$ cat config.mk
export PLATFORM = sky130hd
export DESIGN_NAME = srot_matrix
export DESIGN_NICKNAME = d
export VERILOG_FILES = /design/src/hdl/srot_pkg.sv /design/src/hdl/srot_cordic.sv /design/src/hdl/srot_matrix.sv
export SDC_FILE = /design/constraint.sdc
export NUM_CORES = 2
export LEC_CHECK = 0
export ABC_AREA = 1
export BUFFER_PORTS_ARGS = -buffer_cell sky130_fd_sc_hd__buf_4
export CAP_MARGIN = 15
export CELL_PAD_IN_SITES_DETAIL_PLACEMENT = 1
export CELL_PAD_IN_SITES_GLOBAL_PLACEMENT = 1
export CORE_UTILIZATION = 30
export CTS_BUF_LIST = sky130_fd_sc_hd__clkbuf_4 sky130_fd_sc_hd__clkbuf_8
export DETAILED_ROUTE_END_ITERATION = 8
export PLACE_DENSITY = 0.6
export SKIP_CTS_REPAIR_TIMING = 1
export SLEW_MARGIN = 20
export SYNTH_ARGS = -nofsm -noshare
export SYNTH_HDL_FRONTEND = slang
export SYNTH_SLANG_ARGS = --single-unit
$ cat constraint.sdc
create_clock -name clk -period 64.3 [get_ports clk]
set_clock_uncertainty 0.05 [all_clocks]
set_input_delay 3.215 -clock clk [delete_from_list [all_inputs] [get_ports clk]]
set_output_delay 3.215 -clock clk [all_outputs]
set_load 0.01 [all_outputs]
$ cat src/hdl/srot_pkg.sv
package srot_pkg;

  typedef struct packed {
    logic signed [23:0] lateral_offset;
    logic signed [23:0] vertical_offset;
    logic               last_point;
  } point_t;

  typedef struct packed {
    logic signed [23:0] north;
    logic signed [23:0] east;
    logic signed [23:0] down;
    logic               last_out;
  } result_t;

  // Q.30 matrix entry, one bit of headroom over a sum of two products
  typedef logic signed [34:0] rot_ent_t;
  typedef rot_ent_t [8:0] rot_mat_t;

  // Q.30 working value inside the angle unit
  typedef logic signed [33:0] trig_t;

  localparam logic [2:0] REG_ROLL     = 3'd0;
  localparam logic [2:0] REG_PITCH    = 3'd1;
  localparam logic [2:0] REG_HEADING  = 3'd2;
  localparam logic [2:0] REG_LEV_FWD  = 3'd3;
  localparam logic [2:0] REG_LEV_LAT  = 3'd4;
  localparam logic [2:0] REG_LEV_VERT = 3'd5;

  localparam logic signed [15:0] LEV_FWD_RESET  = -16'sd705;
  localparam logic signed [15:0] LEV_LAT_RESET  = 16'sd7;
  localparam logic signed [15:0] LEV_VERT_RESET = -16'sd62;

  localparam trig_t Q30_HALF_PI  = 34'sd1686629713;
  localparam trig_t Q30_PI       = 34'sd3373259426;
  localparam trig_t CORDIC_START = 34'sd652032874;
  localparam int    MAX_STEPS    = 24;

  localparam trig_t ATAN_Q30 [MAX_STEPS] = '{
    34'sh3243F6A8, 34'sh1DAC6705, 34'sh0FADBAFC, 34'sh07F56EA6, 34'sh03FEAB76,
    34'sh01FFD55B, 34'sh00FFFAAA, 34'sh007FFF55, 34'sh003FFFEA, 34'sh001FFFFD,
    34'sh000FFFFF, 34'sh0007FFFF, 34'sh0003FFFF, 34'sh0001FFFF, 34'sh0000FFFF,
    34'sh00007FFF, 34'sh00003FFF, 34'sh00001FFF, 34'sh00000FFF, 34'sh000007FF,
    34'sh000003FF, 34'sh000001FF, 34'sh000000FF, 34'sh0000007F
  };

  localparam logic signed [23:0] OUT_MAX = 24'sh7FFFFF;
  localparam logic signed [23:0] OUT_MIN = -24'sh800000;

endpackage

$ cat src/hdl/srot_cordic.sv
module srot_cordic import srot_pkg::*; #(
  parameter int ITERS = 16
) (
  input  logic               clk,
  input  logic               rst,
  input  logic               start,
  input  logic signed [15:0] angle,
  output logic               done,
  output trig_t              cos_out,
  output trig_t              sin_out
);

  localparam int Steps = (ITERS > MAX_STEPS) ? MAX_STEPS : ITERS;
  localparam int CW    = $clog2(Steps + 1);

  trig_t          x;
  trig_t          y;
  trig_t          z;
  logic           neg;
  logic           run;
  logic [CW-1:0]  cnt;
  logic [4:0]     idx;
  trig_t          z0;
  trig_t          dx;
  trig_t          dy;

  assign idx = 5'(cnt);
  assign z0  = 34'(angle) <<< 17;
  assign dx  = y >>> idx;
  assign dy  = x >>> idx;

  always_ff @(posedge clk) begin
    if (rst) begin
      run  <= 1'b0;
      done <= 1'b0;
      cnt  <= '0;
    end else begin
      done <= 1'b0;
      if (start) begin
        x   <= CORDIC_START;
        y   <= '0;
        cnt <= '0;
        run <= 1'b1;
        // fold into the right half-plane, flip the signs back at the end
        if (z0 > Q30_HALF_PI) begin
          z   <= z0 - Q30_PI;
          neg <= 1'b1;
        end else if (z0 < -Q30_HALF_PI) begin
          z   <= z0 + Q30_PI;
          neg <= 1'b1;
        end else begin
          z   <= z0;
          neg <= 1'b0;
        end
      end else if (run) begin
        if (z >= 0) begin
          x <= x - dx;
          y <= y + dy;
          z <= z - ATAN_Q30[idx];
        end else begin
          x <= x + dx;
          y <= y - dy;
          z <= z + ATAN_Q30[idx];
        end
        cnt <= cnt + 1'b1;
        if (cnt == CW'(Steps - 1)) begin
          run  <= 1'b0;
          done <= 1'b1;
        end
      end
    end
  end

  assign cos_out = neg ? -x : x;
  assign sin_out = neg ? -y : y;

endmodule

$ cat src/hdl/srot_matrix.sv
module srot_matrix import srot_pkg::*; #(
  parameter int ITERS = 16
) (
  input  logic               clk,
  input  logic               rst,
  input  logic               start,
  input  logic signed [15:0] roll,
  input  logic signed [15:0] pitch,
  input  logic signed [15:0] heading,
  output logic               busy,
  output rot_mat_t           rot
);

  localparam logic [2:0] M_IDLE = 3'd0;
  localparam logic [2:0] M_GO   = 3'd1;
  localparam logic [2:0] M_WAIT = 3'd2;
  localparam logic [2:0] M_MUL  = 3'd3;
  localparam logic [2:0] M_WB   = 3'd4;
  localparam logic [2:0] M_SUM  = 3'd5;

  localparam logic [1:0] ANG_ROLL    = 2'd0;
  localparam logic [1:0] ANG_PITCH   = 2'd1;
  localparam logic [1:0] ANG_HEADING = 2'd2;
  localparam logic [3:0] LAST_STEP   = 4'd14;

  localparam logic signed [67:0] RND_HALF = 68'sd536870912;

  logic [2:0]          state;
  logic [1:0]          ang_sel;
  logic [3:0]          step;
  logic                again;
  logic signed [15:0]  ang;
  logic                c_done;
  trig_t               c_cos;
  trig_t               c_sin;
  trig_t               cr, sr, cp, sp, ch, sh;
  trig_t               r0, r3, r7, r8;
  trig_t               t0, t1, t2, t3, t4, t5, t6, t7;
  trig_t               op_a;
  trig_t               op_b;
  logic signed [67:0]  prod;
  logic signed [67:0]  prod_rnd;
  trig_t               qres;

  always_comb begin
    case (ang_sel)
      ANG_ROLL:  ang = roll;
      ANG_PITCH: ang = pitch;
      default:   ang = heading;
    endcase
  end

  srot_cordic #(.ITERS(ITERS)) u_cordic (
    .clk     (clk),
    .rst     (rst),
    .start   (state == M_GO),
    .angle   (ang),
    .done    (c_done),
    .cos_out (c_cos),
    .sin_out (c_sin)
  );

  // operand schedule for the shared multiplier
  always_comb begin
    case (step)
      4'd0:    begin op_a = ch; op_b = cp; end
      4'd1:    begin op_a = sh; op_b = cr; end
      4'd2:    begin op_a = ch; op_b = sp; end
      4'd3:    begin op_a = t1; op_b = sr; end
      4'd4:    begin op_a = sh; op_b = sr; end
      4'd5:    begin op_a = ch; op_b = cr; end
      4'd6:    begin op_a = t3; op_b = sp; end
      4'd7:    begin op_a = sh; op_b = cp; end
      4'd8:    begin op_a = sr; op_b = sp; end
      4'd9:    begin op_a = t5; op_b = sh; end
      4'd10:   begin op_a = ch; op_b = sr; end
      4'd11:   begin op_a = sp; op_b = sh; end
      4'd12:   begin op_a = t7; op_b = cr; end
      4'd13:   begin op_a = cp; op_b = sr; end
      default: begin op_a = cp; op_b = cr; end
    endcase
  end

  assign prod_rnd = prod + RND_HALF;
  assign qres     = 34'(prod_rnd >>> 30);

  always_ff @(posedge clk) begin
    if (rst) begin
      state   <= M_GO;
      ang_sel <= ANG_ROLL;
      step    <= '0;
      again   <= 1'b0;
    end else begin
      // remember an angle write that lands during a rebuild
      if (start && state != M_IDLE) again <= 1'b1;
      case (state)
        M_IDLE: begin
          if (start || again) begin
            state   <= M_GO;
            ang_sel <= ANG_ROLL;
            again   <= 1'b0;
          end
        end
        M_GO: state <= M_WAIT;
        M_WAIT: begin
          if (c_done) begin
            case (ang_sel)
              ANG_ROLL:  begin cr <= c_cos; sr <= c_sin; end
              ANG_PITCH: begin cp <= c_cos; sp <= c_sin; end
              default:   begin ch <= c_cos; sh <= c_sin; end
            endcase
            if (ang_sel == ANG_HEADING) begin
              state <= M_MUL;
              step  <= '0;
            end else begin
              ang_sel <= ang_sel + 2'd1;
              state   <= M_GO;
            end
          end
        end
        M_MUL: begin
          prod  <= op_a * op_b;
          state <= M_WB;
        end
        M_WB: begin
          case (step)
            4'd0:    r0 <= qres;
            4'd1:    t0 <= qres;
            4'd2:    t1 <= qres;
            4'd3:    t1 <= qres;
            4'd4:    t2 <= qres;
            4'd5:    t3 <= qres;
            4'd6:    t4 <= qres;
            4'd7:    r3 <= qres;
            4'd8:    t5 <= qres;
            4'd9:    t5 <= qres;
            4'd10:   t6 <= qres;
            4'd11:   t7 <= qres;
            4'd12:   t7 <= qres;
            4'd13:   r7 <= qres;
            default: r8 <= qres;
          endcase
          if (step == LAST_STEP) begin
            state <= M_SUM;
          end else begin
            step  <= step + 4'd1;
            state <= M_MUL;
          end
        end
        M_SUM: begin
          rot[0] <= 35'(r0);
          rot[1] <= 35'(t1) - 35'(t0);
          rot[2] <= 35'(t2) + 35'(t4);
          rot[3] <= 35'(r3);
          rot[4] <= 35'(t3) + 35'(t5);
          rot[5] <= 35'(t7) - 35'(t6);
          rot[6] <= -35'(sp);
          rot[7] <= 35'(r7);
          rot[8] <= 35'(r8);
          state  <= M_IDLE;
        end
        default: state <= M_IDLE;
      endcase
    end
  end

  assign busy = (state != M_IDLE) || again;

endmodule

### After elaboration in Yosys (flattened, before gate mapping)

Memories as Yosys holds them, arrays and structs flattened.
Cells that the tools add are included.
W data, S select, Z words.

* add/subtract/negate cells: 19
* multipliers: 1
* order comparisons: 4
* eq/ne operators: 27
* shift operators: 2
* multiplexer cells: 37
* bitwise gates (word level): 5
* reduce and logical (&&, ||, !) cells: 45

Operators with widths (number)
* $mux W34: 13
* $pmux W34 S8: 1
* $pmux W34 S4: 1
* $add A34 B34 Y34: 3
* $sub A34 B34 Y34: 3
* $add A34 B34 Y35: 2
* $sub A34 B34 Y35: 2
* $neg A34 Y34: 2
* $sshr A34 B5 Y34: 2
* $add A64 B31 Y64 const B: 1
* $mul A34 B34 Y64: 1
* $reduce_and A3 Y1: 12
* $neg A34 Y35: 1
* $add A33 B33 Y34 const B: 1
* $ge A34 B1 Y1 const B: 1
* $sub A33 B33 Y34 const B: 1
* $gt A33 B32 Y1 const B: 1
* $lt A33 B32 Y1 const B: 1
* $pmux W16 S2: 1
* $eq A4 B4 Y1 const B: 7
* $reduce_and A4 Y1: 5
* $eq A4 B3 Y1 const B: 4
* $pmux W3 S5: 1
* $reduce_or A14 Y1: 1
* 33 further kinds: 72

* register bits after elaboration: 1107
* bits in read-only memories: 1088
* input bits: 51
* output and inout port bits: 316
* memories: 1

Memory list
* (name not given): depth 32, bits a word 34, read ports 1, clocked after Yosys merged registers in 0, wr ports 0, RTL line srot_cordic.sv:59 `z <= z - ATAN_Q30[idx];`

### Longest topological paths before layout

* word-level depth: 8
* depth in mapped cells: 47
* mapped depth without buffers: 43

### By module

From an unflattened synthesis, not the netlist that was laid out.

* cells, all modules: 10728
* area total of the unflattened synthesis: 98360.6 um^2

Modules (own cells, without submodules)
* srot_matrix: times used 1, cells an instance 7721, area each 80537.2 um^2
* srot_cordic: times used 1, cells an instance 3007, area each 17823.3 um^2

### Worst setup path before layout

Ideal clock, no wire load.

* kind: input -> register
* from: in rst
* to: reg rot[0] in the netlist's numbering, enable pin
* setup time: 1745 ps
* data arrival time: 32800 ps
* path slack: 29704 ps
* stages on the path: 2
* buffers on the path: 1
* cells stage by stage: clkbuf_1 nor4_1

* cells in the longest elaborated chain, start to end: 2

Ends and longest elaborated chain
* start, declared: RTL line srot_matrix.sv:5 `input logic rst,`
* $not A1 Y1 (no line)
* $reduce_and A2 Y1 (no line)
* end, declared: RTL line srot_matrix.sv:11 `output rot_mat_t rot`

Every way passes these cells.
A chain may end at the register's enable or synchronous reset.

### Worst setup path after layout

* from: reg step[2]
* to: reg prod[49], data pin

* cells in the longest elaborated chain, start to end: 4

Ends and longest elaborated chain
* start, declared: RTL line srot_matrix.sv:30 `logic [3:0] step;`
* start signal, assigned: RTL line srot_matrix.sv:146 `step <= step + 4'd1;`
* $eq A4 B4 Y1 (tied with other cells): RTL line srot_matrix.sv:65 `case (step)`
* $reduce_or A4 Y1 (no line) (tied with other cells)
* $pmux W34 S8 or $pmux W34 S4 (tied branches): RTL line srot_matrix.sv:65
* $mul A34 B34 Y64 (*): RTL line srot_matrix.sv:122 `prod <= op_a * op_b;`
* end signal, assigned: RTL line srot_matrix.sv:122
* end, declared: RTL line srot_matrix.sv:41 `logic signed [67:0] prod;`

Every way passes the cells marked *; elsewhere a longest branch is shown, timed or not.

==> impl_metrics.yaml <==
run_status:
  status: "finished clean"
sta:
  fmax_mhz: 82.4
  tightestPinTransition_ns: 1.17
  fin_crit_ns: 12.13
  fin_crit_sh: 0.189
  rsz0062_at_grt: "no"
  setup_viol: 0
  setup_ws_ns: 52.17
  hold_violations: 0
  setup-tns-final_ns: 0
  drv_slew: 0
  max_slew_margin: 0.214
worst_setup_path:
  cp.arrival_ns: 12.81
  cp.required_ns: 64.98
  r2r_start: "step[2]"
  ff2ff_setup_slack_ns: 52.17
  crit_path_frequent_cell: "fa_1"
  slowest_stage: "nor2_1"
  cpPeakStageDelay_ns: 0.74
  crit_buf_inv: 9
  crit_type: "flop to flop"
  critPathTopFamily: "adder cells"
  reg2reg_to: "prod[49]"
  critPathCaptureType: "flop"
  crit_fanout: 38
  r2r_cells: 36
  startpoint_type: "flop"
route:
  drt_first_iter_violations: 6501
  routed_via_density: 5.12
  routed_wl_mm: 404
  drc: 0
  vias: 79100
  routedWlPerCell_microns: 26.2
  firstDrtPassIters: 5
  ant_nets: 0
final_layout:
  largest_reg_flops: 311
  regArea_sq_um: 32200
  largest_registers: "rot x311, prod x35"
  fin_util: 0.339
  nNetsFinal: 12700
  max_flop_register: "rot"
  multi_input_area_sq_um: 58000
  drive_gt1_frac: 0.0936
  fillers: 37700
  area_growth_pct: 12.1
  fin_cells: 15400
yosys:
  ys_warn_count: 0
  synth-xor-area-share: 0.0339
  synth_area_sq_um: 98300
  ys_seq_elements: 1078
  muxShareOfSynthArea: 0.000713
  synthAdderAreaFrac: 0.302
  synth_edf_count: 1061
  synth_top_family_by_area: "adder cells"
  synth_top_flop_cell: "edfxtp_1"
  syn_inst: 10600
  seq_area_frac_synth: 0.328
  syn-num-nets: 12300
  synth-simple-area-share: 0.164
  async_flop_share: 0
  ys_types: 69
  synth_compound_area_frac: 0.0818
  synth_area_per_cell_sq_um: 9.25
die:
  pin_count: 367
  initial_utilization: 0.302
  core-area_sq_um: 325000
  rows: 209
  die_area_sq_um: 330000
  die_w_microns: 574
  fp.dieH_microns: 574
clock_tree:
  root_buffer: "clkbuf_8"
  cts_tree: "yes"
  cts_buffers: 186
  h-tree-depth: 4
  cts_buffer_depth: 4
  clk_latency_ns: 0.97
  clk_pin_slew_ns: 0.07
  clock_sinks: 1078
grt:
  grt.overflow.total: 0
  grt_use_total: 0.241
  top_usage_layer: "met2"
  gr-usage-met2: 0.399
  antenna_found_initial: 44
  met3_usage: 0.0317
  grt_pass1_vias: 84600
  grt_pass1_wl_mm: 584
  grtUsageMet1: 0.326
  grt_max_degree: 104
worst_hold_path:
  hold_end: "rot[280]"
  hp-class: "flop to flop"
  min_from: "r8[0]"
  hold_path_depth: 0
place:
  placed_cells: 15100
  dp_hpwl_mm: 313
  port_buffers: 366
  place_ws_ns: 52.42
  gp_congestion: 0.955
flow_run:
  drv_cap: 0
through the flow:
stage / instance area, sq um / hold slack [ns]
3_5_place_dp: 107000 / 0.355
5_1_grt: 110000 / 0.342
4_1_cts: 110000 / 0.316
2_1_floorplan: 98300 / 0.350
3_3_place_gp: 107000 / 0.351
6_report: 110000 / 0.322
layout make-up:
class / instances / area share
diodes: 9 / 0.000204
clock buffers: 233 / 0.0267
clock inverters: 91 / 0.00467
inverters: 1901 / 0.0648
multi-input cells: 7300 / 0.527
flip-flops and latches: 1078 / 0.292
well taps: 4325 / 0.0491
repair buffers: 510 / 0.0352
kinds of logic (layout without fill, tap and decap cells):
group | Yosys count | count (layout)
compound gates | 1344 | 1344
xor+xnor | 381 | 381
fa+ha+maj | 1653 | 1653
buf+inv | 2249 | 2735
flops | 1078 | 1078
mux | 7 | 7
other cells | 0 | 9
simple gates | 3915 | 3915
cell usage after synthesis (20+ instances only):
library cell,instances,share of area
a21o_1,36,0.0027
a21oi_1,511,0.026
a221oi_1,56,0.0050
a22o_1,39,0.0035
a31oi_1,32,0.0020
a32o_1,29,0.0030
buf_1,25,0.00095
buf_2,192,0.0098
buf_4,22,0.0017
clkbuf_1,98,0.0037
edfxtp_1,1061,0.32
fa_1,1198,0.24
ha_1,455,0.058
inv_1,1843,0.070
inv_2,55,0.0021
nand2_1,1948,0.074
nand3_1,468,0.024
nand4_1,67,0.0043
nor2_1,1198,0.046
nor3_1,77,0.0039
nor4_1,32,0.0020
o211ai_1,38,0.0029
o21a_1,40,0.0031
o21ai_0,382,0.019
o21ai_1,39,0.0020
o21bai_1,20,0.0015
or2_2,31,0.0020
xnor2_1,103,0.0092
xor2_1,278,0.025
worst reg2reg max path: cells and delay by family (launching register included):
family / cells / cell delay, ns
xor gates and xnor gates: 1 / 0.38
buffers and inverters: 9 / 2.29
AOI/OAI and AO/OA: 2 / 0.31
adders and majority gates: 9 / 4.49
DFF: 1 / 0.64
and+or+nand+nor: 15 / 3.78
placed cells by master, fill, tap and decap left out, types with 15 or more instances in the layout:
cell,instances
a21oi_1,510
nor3_1,75
a2111oi_0,15
o21a_1,40
nor2_2,24
o21ai_0,373
inv_1,1837
a31oi_1,32
clkbuf_8,191
nand2_2,16
nor2_4,24
a22oi_1,17
inv_2,60
clkbuf_4,42
o211ai_1,38
nor4_1,30
buf_4,507
o21bai_1,20
a32o_1,29
clkinv_1,62
a22o_1,39
xnor2_1,92
edfxtp_1,1061
a21o_1,36
xor2_1,257
o21ai_2,18
a221oi_1,56
nand3_1,468
nand2_1,1947
clkinv_2,19
o21ai_1,33
fa_1,1198
nor2_1,1172
nand4_1,67
ha_1,455
or2_2,31
worst max path at each step:
stage	from	endpoint	slack (ns)	cells past startpoint
after floorplan	rst	rot[0]	29.70	2
after global placement	step[2]	prod[49]	52.47	36
after detailed placement	step[2]	prod[49]	52.42	36
after CTS	step[2]	prod[49]	52.45	36
after global routing	step[2]	prod[49]	51.89	36
final	step[2]	prod[49]	52.17	36
metal layers:
layer | share of wire | vias to the layer above
met1 | 0.43 | 41100
li1 | - | 34700
met2 | 0.47 | 2739
met3 | 0.064 | 614
met4 | 0.036 | 0
met5 | 0 | -
Power is not shown: default switching activity piles up to over one toggle a cycle in this logic, so the estimate is an artifact.
